File: config.mk
export PLATFORM = sky130hd
export DESIGN_NAME = stable_sorted_priority_insert
export DESIGN_NICKNAME = d
export VERILOG_FILES = /design/src/hdl/sspi_pkg.sv /design/src/hdl/sspi_dpath.sv /design/src/hdl/sspi_ctrl.sv /design/src/hdl/stable_sorted_priority_insert.sv
export SDC_FILE = /design/constraint.sdc
export NUM_CORES = 1
export LEC_CHECK = 0
export BUFFER_PORTS_ARGS = -buffer_cell sky130_fd_sc_hd__buf_2
export CAP_MARGIN = 10
export CORE_MARGIN = 5
export CORE_UTILIZATION = 45
export DETAILED_ROUTE_END_ITERATION = 8
export SYNTH_ARGS = -nofsm -noshare
export SYNTH_HDL_FRONTEND = slang
export SYNTH_SLANG_ARGS = --single-unit
File: constraint.sdc
create_clock -name i_clk -period 4.5 [get_ports i_clk]
set_input_delay 0.225 -clock i_clk [delete_from_list [all_inputs] [get_ports i_clk]]
set_output_delay 0.225 -clock i_clk [all_outputs]
set_load 0.02 [all_outputs]
File: src/hdl/sspi_pkg.sv
// ----------------------------------------------------------------------------
// sspi_pkg
// Shared types and constants for the stable sorted priority store: the input
// and result item structs, the operation and status codes, and the command
// group that the controller sends to the datapath.
// ----------------------------------------------------------------------------
package sspi_pkg;

    // Field widths fixed by the item formats.
    localparam int PRI_W    = 8;
    localparam int TAG_W    = 16;
    localparam int STATUS_W = 2;

    // Default number of entries the store holds.
    localparam int DEFAULT_CAPACITY = 16;

    // Operation codes carried in the op field.
    localparam logic OP_INSERT = 1'b0;
    localparam logic OP_DUMP   = 1'b1;

    // Result status codes.
    localparam logic [STATUS_W-1:0] ST_INSERTED = 2'd0;
    localparam logic [STATUS_W-1:0] ST_DROPPED  = 2'd1;
    localparam logic [STATUS_W-1:0] ST_ENTRY    = 2'd2;
    localparam logic [STATUS_W-1:0] ST_EMPTY    = 2'd3;

    // One input item.
    typedef struct packed {
        logic             op;
        logic [PRI_W-1:0] new_priority;
        logic [TAG_W-1:0] new_tag;
    } t_in_item;

    // One result item.
    typedef struct packed {
        logic [STATUS_W-1:0] status;
        logic [PRI_W-1:0]    out_priority;
        logic [TAG_W-1:0]    out_tag;
        logic                last;
    } t_out_item;

    // Commands from the controller to the datapath.
    typedef struct packed {
        logic insert;   // place the new entry into the sorted chain
        logic rotate;   // move every cell down by one, head wraps to the top
    } t_dp_cmd;

    // Status from the datapath to the controller.
    typedef struct packed {
        logic [PRI_W-1:0] head_priority;
        logic [TAG_W-1:0] head_tag;
    } t_dp_stat;

endpackage

File: src/hdl/sspi_dpath.sv
// ----------------------------------------------------------------------------
// sspi_dpath
// Row of storage cells that keeps the entries in ascending priority order.
// Every cell compares itself with the new priority at once, so an insert
// completes in parallel. A rotate moves the whole ring down by one cell,
// which presents the entries at the head one after another during a dump.
// ----------------------------------------------------------------------------
module sspi_dpath #(
    parameter int CAPACITY = sspi_pkg::DEFAULT_CAPACITY,
    parameter int CW       = $clog2(CAPACITY + 1)
) (
    input  logic                i_clk,
    input  sspi_pkg::t_dp_cmd   i_cmd,
    input  logic [CW-1:0]       i_count,
    input  sspi_pkg::t_in_item  i_item,
    output sspi_pkg::t_dp_stat  o_stat
);

    logic [sspi_pkg::PRI_W-1:0] r_pri [CAPACITY];
    logic [sspi_pkg::TAG_W-1:0] r_tag [CAPACITY];

    // A cell moves up when it is unused or holds a strictly greater priority.
    // The list is sorted, so these flags form one run up to the top cell.
    logic [CAPACITY-1:0] take;

    for (genvar gi = 0; gi < CAPACITY; gi++) begin : g_take
        localparam logic [CW-1:0] IDX = CW'(gi);
        assign take[gi] = (IDX >= i_count) || (r_pri[gi] > i_item.new_priority);
    end

    // Cell update: load the new entry, take the neighbor below, or rotate.
    for (genvar gi = 0; gi < CAPACITY; gi++) begin : g_cell
        localparam int UP = (gi + 1) % CAPACITY;
        logic first_take;

        if (gi == 0) begin : g_first
            assign first_take = take[gi];
        end else begin : g_rest
            assign first_take = take[gi] && !take[gi-1];
        end

        always_ff @(posedge i_clk) begin
            if (i_cmd.rotate) begin
                r_pri[gi] <= r_pri[UP];
                r_tag[gi] <= r_tag[UP];
            end else if (i_cmd.insert && first_take) begin
                r_pri[gi] <= i_item.new_priority;
                r_tag[gi] <= i_item.new_tag;
            end else if (i_cmd.insert && take[gi]) begin
                if (gi > 0) begin
                    r_pri[gi] <= r_pri[(gi + CAPACITY - 1) % CAPACITY];
                    r_tag[gi] <= r_tag[(gi + CAPACITY - 1) % CAPACITY];
                end
            end
        end
    end

    // The head cell feeds the dump results.
    assign o_stat.head_priority = r_pri[0];
    assign o_stat.head_tag      = r_tag[0];

endmodule

File: src/hdl/sspi_ctrl.sv
// ----------------------------------------------------------------------------
// sspi_ctrl
// Controller for the sorted store: accepts items, keeps the entry count,
// steps a dump through one full turn of the cell ring, and owns the result
// register that drives the output channel.
// ----------------------------------------------------------------------------
module sspi_ctrl #(
    parameter int CAPACITY = sspi_pkg::DEFAULT_CAPACITY,
    parameter int CW       = $clog2(CAPACITY + 1),
    parameter int KW       = $clog2(CAPACITY)
) (
    input  logic                i_clk,
    input  logic                i_rst_n,
    input  logic                i_in_valid,
    output logic                o_in_ready,
    input  sspi_pkg::t_in_item  i_in_item,
    output logic                o_out_valid,
    input  logic                i_out_ready,
    output sspi_pkg::t_out_item o_out_item,
    output sspi_pkg::t_dp_cmd   o_cmd,
    output logic [CW-1:0]       o_count,
    input  sspi_pkg::t_dp_stat  i_stat
);

    typedef enum logic [1:0] {
        S_IDLE = 2'b01,
        S_DUMP = 2'b10
    } t_state;

    localparam logic [CW-1:0] FULL_COUNT = CW'(CAPACITY);
    localparam logic [KW-1:0] LAST_STEP  = KW'(CAPACITY - 1);

    t_state              r_state, n_state;
    logic [CW-1:0]       r_count, n_count;
    logic [KW-1:0]       r_step, n_step;
    logic                r_out_valid, n_out_valid;
    sspi_pkg::t_out_item r_out_item, n_out_item;

    logic slot_free;
    logic accept;
    logic full;
    logic in_window;
    logic step_last;
    logic do_insert;
    logic do_rotate;

    // Handshake and status terms.
    assign slot_free  = !r_out_valid || i_out_ready;
    assign o_in_ready = (r_state == S_IDLE) && slot_free;
    assign accept     = i_in_valid && o_in_ready;
    assign full       = (r_count == FULL_COUNT);
    assign in_window  = (CW'(r_step) < r_count);
    assign step_last  = ((CW'(r_step) + CW'(1)) == r_count);

    // Datapath commands. During a dump the ring only waits on a stalled
    // result while it still has entries to show.
    assign do_insert = accept && (i_in_item.op == sspi_pkg::OP_INSERT) && !full;
    assign do_rotate = (r_state == S_DUMP) && (!in_window || slot_free);

    assign o_cmd.insert = do_insert;
    assign o_cmd.rotate = do_rotate;
    assign o_count      = r_count;

    // Next-state logic for the sequencer and the result register.
    always_comb begin
        n_state     = r_state;
        n_count     = r_count;
        n_step      = r_step;
        n_out_valid = r_out_valid && !i_out_ready;
        n_out_item  = r_out_item;

        case (r_state)
            S_IDLE: begin
                if (accept) begin
                    n_out_item.out_priority = '0;
                    n_out_item.out_tag      = '0;
                    n_out_item.last         = 1'b1;
                    if (i_in_item.op == sspi_pkg::OP_INSERT) begin
                        n_out_valid = 1'b1;
                        if (full) begin
                            n_out_item.status = sspi_pkg::ST_DROPPED;
                        end else begin
                            n_out_item.status = sspi_pkg::ST_INSERTED;
                            n_count           = r_count + CW'(1);
                        end
                    end else if (r_count == '0) begin
                        n_out_valid       = 1'b1;
                        n_out_item.status = sspi_pkg::ST_EMPTY;
                    end else begin
                        n_state = S_DUMP;
                        n_step  = '0;
                    end
                end
            end
            S_DUMP: begin
                if (do_rotate) begin
                    if (in_window) begin
                        n_out_valid             = 1'b1;
                        n_out_item.status       = sspi_pkg::ST_ENTRY;
                        n_out_item.out_priority = i_stat.head_priority;
                        n_out_item.out_tag      = i_stat.head_tag;
                        n_out_item.last         = step_last;
                    end
                    if (r_step == LAST_STEP) begin
                        n_state = S_IDLE;
                    end else begin
                        n_step = r_step + KW'(1);
                    end
                end
            end
            default: begin
                n_state = S_IDLE;
            end
        endcase
    end

    // Control registers.
    always_ff @(posedge i_clk) begin
        if (!i_rst_n) begin
            r_state     <= S_IDLE;
            r_count     <= '0;
            r_step      <= '0;
            r_out_valid <= 1'b0;
        end else begin
            r_state     <= n_state;
            r_count     <= n_count;
            r_step      <= n_step;
            r_out_valid <= n_out_valid;
        end
    end

    // Result payload register.
    always_ff @(posedge i_clk) begin
        r_out_item <= n_out_item;
    end

    assign o_out_valid = r_out_valid;
    assign o_out_item  = r_out_item;

endmodule

File: src/hdl/stable_sorted_priority_insert.sv
// ----------------------------------------------------------------------------
// stable_sorted_priority_insert
// Bounded store of priority and tag entries kept in ascending priority order,
// with equal priorities in arrival order. Supports insert and in-order dump.
// ----------------------------------------------------------------------------
// Usage:
//   Input channel (i_in_valid, o_in_ready, i_in_item): op selects an insert of
//   new_priority/new_tag or a dump of the whole store.
//   Output channel (o_out_valid, i_out_ready, o_out_item): each insert gives
//   one item with status inserted or dropped (store full). A dump gives one
//   item per stored entry, lowest priority first, last set on the final one;
//   a dump of an empty store gives a single empty item.
//   An insert result appears in the cycle after the item is taken; the
//   cell row compares and shifts in that same cycle, so inserts can be taken
//   every cycle while the receiver keeps up.
//   A dump turns the ring of CAPACITY cells once: from the dump state the head
//   entry goes into the result register, then one entry per cycle while the
//   receiver keeps up, and the input is taken again once the turn is done.
//   When the receiver stalls, the result register holds its item and no new
//   item is taken; a dump pauses its ring while entries remain to be shown.
//   Reset (synchronous, active low) empties the store and the result register.
// ----------------------------------------------------------------------------
module stable_sorted_priority_insert #(
    parameter int CAPACITY = sspi_pkg::DEFAULT_CAPACITY
) (
    input  logic                i_clk,
    input  logic                i_rst_n,
    input  logic                i_in_valid,
    output logic                o_in_ready,
    input  sspi_pkg::t_in_item  i_in_item,
    output logic                o_out_valid,
    input  logic                i_out_ready,
    output sspi_pkg::t_out_item o_out_item
);

    localparam int CW = $clog2(CAPACITY + 1);
    localparam int KW = $clog2(CAPACITY);

    sspi_pkg::t_dp_cmd  cmd;
    sspi_pkg::t_dp_stat stat;
    logic [CW-1:0]      count;

    // Sequencer and result register.
    sspi_ctrl #(
        .CAPACITY (CAPACITY),
        .CW       (CW),
        .KW       (KW)
    ) u_ctrl (
        .i_clk       (i_clk),
        .i_rst_n     (i_rst_n),
        .i_in_valid  (i_in_valid),
        .o_in_ready  (o_in_ready),
        .i_in_item   (i_in_item),
        .o_out_valid (o_out_valid),
        .i_out_ready (i_out_ready),
        .o_out_item  (o_out_item),
        .o_cmd       (cmd),
        .o_count     (count),
        .i_stat      (stat)
    );

    // Sorted cell row.
    sspi_dpath #(
        .CAPACITY (CAPACITY),
        .CW       (CW)
    ) u_dpath (
        .i_clk   (i_clk),
        .i_cmd   (cmd),
        .i_count (count),
        .i_item  (i_in_item),
        .o_stat  (stat)
    );

    // The entry count never passes the capacity.
    a_count_bound: assert property (@(posedge i_clk) disable iff (!i_rst_n)
        count <= CW'(CAPACITY))
        else $error("entry count exceeds capacity");

    // A taken insert always has its result ready on the next cycle.
    a_insert_result: assert property (@(posedge i_clk) disable iff (!i_rst_n)
        (i_in_valid && o_in_ready && (i_in_item.op == sspi_pkg::OP_INSERT))
        |=> o_out_valid)
        else $error("insert did not produce a result");

    // Only dump entries carry a priority and a tag.
    a_zero_payload: assert property (@(posedge i_clk) disable iff (!i_rst_n)
        (o_out_valid && (o_out_item.status != sspi_pkg::ST_ENTRY))
        |-> (o_out_item.out_priority == '0 && o_out_item.out_tag == '0
             && o_out_item.last))
        else $error("non-entry result carries payload or misses last");

    // A datapath insert never happens while the store is full or during a dump rotate.
    a_no_overfill: assert property (@(posedge i_clk) disable iff (!i_rst_n)
        cmd.insert |-> (count != CW'(CAPACITY)) && !cmd.rotate)
        else $error("insert issued into a full store or during a dump");

endmodule

==> impl_results.md <==
- Status: completed
- Core area: 54000 um2
- Area Overhead vs Synth: 10.4%
- Clock Path Buffers: 3
- Remaining DRCs: 0
- Syn Inst Count: 2196
- DRT Pass-1 Iters: 6
- Die height: 244 um
- Clk root buf: clkbuf_16
- Initial core utilization: 0.457
- Post-CTS Setup Bufs: 0
- Seq. cell area: 12600 um2
- Die width: 244 um
- Crit-path cells: inv_2, ha_1, nor2b_1, o21a_1, o21ai_0, a21o_1, a21oi_1, buf_4, a21o_1
- Fillers: 4745
- Mapped Area: 24700 um2
- Buffers added on ports: 57
- Post-layout net count: 2376
- Share of flip-flops with an asynchronous set or reset: 0
- Iter 0 DRT Violations: 1771
- Die area: 59600 um2
- DP Area: 25800 um2
- EDFF count, synth: 411
- Period utilization: 0.800
- Worst setup EP type: flip-flop
- Worst Path Max Fanout: 24
- Global-route wire length before repair: 111 mm
- Clock sink count: 423
- Row Count: 85
- Yosys warns: 0
- Final Cell Area: 27200 um2
- Total track usage: 0.240
- Max-cap violation count: 0
- Mean area per synthesized cell: 11.2 um2
- CP required: 4.71 ns
- Clock Latency Late Sink: 0.61 ns
- Fraction of layout cells with a size suffix above 1: 0.118
- CP most frequent cell: a21o_1
- Crit path kind: flip-flop to flip-flop
- Area of the multi-input gates: 11400 um2
- CP arrival: 3.81 ns
- Slew @ Worst Pin: 1.18 ns
- Vias: 18000
- Number of global-route vias before repair: 17200
- R2R depth: 9
- CTS H-tree depth: 2
- Final slew viol count: 0
- Global route overflow: 0
- DRT Wirelength: 74.1 mm
- Final hold viol count: 0
- Max Clock Skew: 0.0334 ns
- # setup viols final: 0
- Antenna-violating nets left: 0
- Startpoint Class: flip-flop
- Syn nets: 2363
- Hold Path Stages: 4
- Vias per cell: 6.11
- Pwr/cell area: 566 nW/um2
- Worst VDD drop: 0.000289 V
- Worst min path class: input pin to flip-flop
- Placed wire-length estimate: 49.9 mm
- Setup_tns: 0 ns
- Slowest CP cell: a21o_1
- Max Freq: 278 MHz
- Routability Congestion: 0.880
- Wire per inst: 25.2 um
- RSZ-0062 raised after global routing: no
- Largest stage delay, worst path: 0.91 ns
- I/O pin count: 58
- Inserted Diodes: 0
- Final min period: 3.60 ns
- Synthesized flop and latch total: 423
- Leakage power: 12.1 nW
- CTS tree: yes
- Initial antenna violation count: 0
- CTS Buf Count: 47
- Largest net degree at the start of global routing: 49
- Max-slew headroom: 0.211
- Sequential area share after synthesis: 0.510
- Distinct cells, synth: 63
- Main synth FF type: edfxtp_1
- Clock-pin slew on the worst setup and hold paths: 0.06 ns
-- metal layers --
metal  vias to the layer above  track usage  part of all wire
met5                         -            0                 0
met4                         0       0.0677             0.025
met2                       772        0.346              0.42
li1                       8228            -                 -
met3                       120       0.0340             0.079
met1                      8831        0.378              0.48
-- flip-flops by register name (all words and copies together) (netlist names) --
register / flops
u_ctrl.r_state: 2
u_ctrl.r_step: 4
u_dpath.r_pri: 128
u_ctrl.o_count: 5
u_dpath.r_tag: 256
u_ctrl.o_out_valid: 1
u_ctrl.o_out_item: 27
-- cells by family (layout without fill, tap and decap cells) --
kind of cell / Yosys count / count (layout) / share of synthesized area
AOI/OAI and AO/OA: 561 / 561 / 0.134
and+or+nand+nor: 497 / 497 / 0.0921
DFF: 423 / 423 / 0.510
muxes: 377 / 377 / 0.155
buffers and inverters: 193 / 241 / 0.0366
adders and majority gates: 138 / 138 / 0.0700
xor gates and xnor gates: 7 / 7 / 0.00249
-- placed cells by master (no fill, tap or decap), types with 6 or more instances in the layout --
| cell type | instances |
|---|---|
| a21o_1 | 31 |
| a21oi_1 | 360 |
| a31oi_1 | 24 |
| a31oi_4 | 11 |
| and2_1 | 31 |
| buf_2 | 57 |
| buf_4 | 58 |
| clkbuf_1 | 10 |
| clkbuf_16 | 48 |
| clkinv_1 | 12 |
| clkinv_2 | 9 |
| dfxtp_1 | 12 |
| edfxtp_1 | 411 |
| ha_1 | 138 |
| inv_1 | 33 |
| mux2_2 | 38 |
| mux2i_1 | 338 |
| nand2_1 | 22 |
| nand2b_1 | 6 |
| nand3_1 | 12 |
| nand4_1 | 30 |
| nor2_1 | 322 |
| nor2b_1 | 43 |
| o21a_1 | 48 |
| o21ai_0 | 28 |
| o22a_1 | 17 |
| o22ai_1 | 14 |
-- stage by stage --
stage	power [mW]	worst slack (ns)	util	hold WS [ns]	cells
after global routing	16.2	0.773	0.504	0.154	2940
after global placement	11.5	0.787	0.477	0.466	2854
final	15.4	0.902	0.504	0.113	2940
after floorplan	9.90	0.588	-	0.372	2196
after detailed placement	11.6	0.720	0.477	0.483	2854
after CTS	15.4	0.907	0.504	0.0792	2940
-- synth_stat cells (all sizes together) (6+ instances only) --
master / n / area (um2)
nand2b: 6 / 37.5
nor2: 324 / 1230
o21a: 48 / 360
a31oi: 36 / 263
buf: 98 / 544
nand4: 30 / 188
nand2: 24 / 100
clkbuf: 60 / 225
mux2i: 338 / 3380
nand3: 17 / 110
mux2: 39 / 439
nor2b: 43 / 269
edfxtp: 411 / 12300
o22ai: 14 / 87.6
or2: 7 / 43.8
o22a: 17 / 149
a21o: 31 / 233
dfxtp: 12 / 240
a21oi: 363 / 1830
ha: 138 / 1730
o21ai: 30 / 158
inv: 35 / 134
and2: 31 / 194
-- worst paths after layout --
kind	start	to	slack, ns
worst min-delay path	i_in_valid	u_ctrl.o_out_valid	0.11
worst max-delay path	u_ctrl.o_count[1]	u_dpath.r_tag[6][0]	0.90
worst max register to register	u_ctrl.o_count[1]	u_dpath.r_tag[6][0]	0.90
worst min register to register	u_ctrl.r_state[1]	u_ctrl.r_state[1]	0.49
-- timing repair --
item,in CTS,in global routing
hold buffers,2,0
resized for setup,0,0
endpoints found under the hold margin,10,0
endpoints found under the setup margin,0,0
-- power breakdown --
| part | total (mW) | internal (mW) | switching [mW] |
|---|---|---|---|
| clock | 3.79 | 2.13 | 1.66 |
| sequential | 6.89 | 6.06 | 0.825 |
| combinational | 4.74 | 1.66 | 3.08 |
| total | 15.4 | 9.85 | 5.57 |
-- critical path, delay by kind of cell, from the launching register on --
kind	cells	cell delay, ns
AOI/OAI and AO/OA	5	1.64
buffers and inverters	2	0.44
DFF	1	0.65
adders and majority gates	1	0.30
and+or+nand+nor	1	0.13
-- final cells by class --
cell class | instances | share of cell area
Timing Repair Buffer | 122 | 0.0309
Clock buffer | 58 | 0.0455
Multi-Input combinational cell | 1580 | 0.417
Clock inverter | 26 | 0.00845
Tap cell | 696 | 0.0320
Sequential cell | 423 | 0.462
Inverter | 35 | 0.00491
Power figures use the tool's default switching activity.
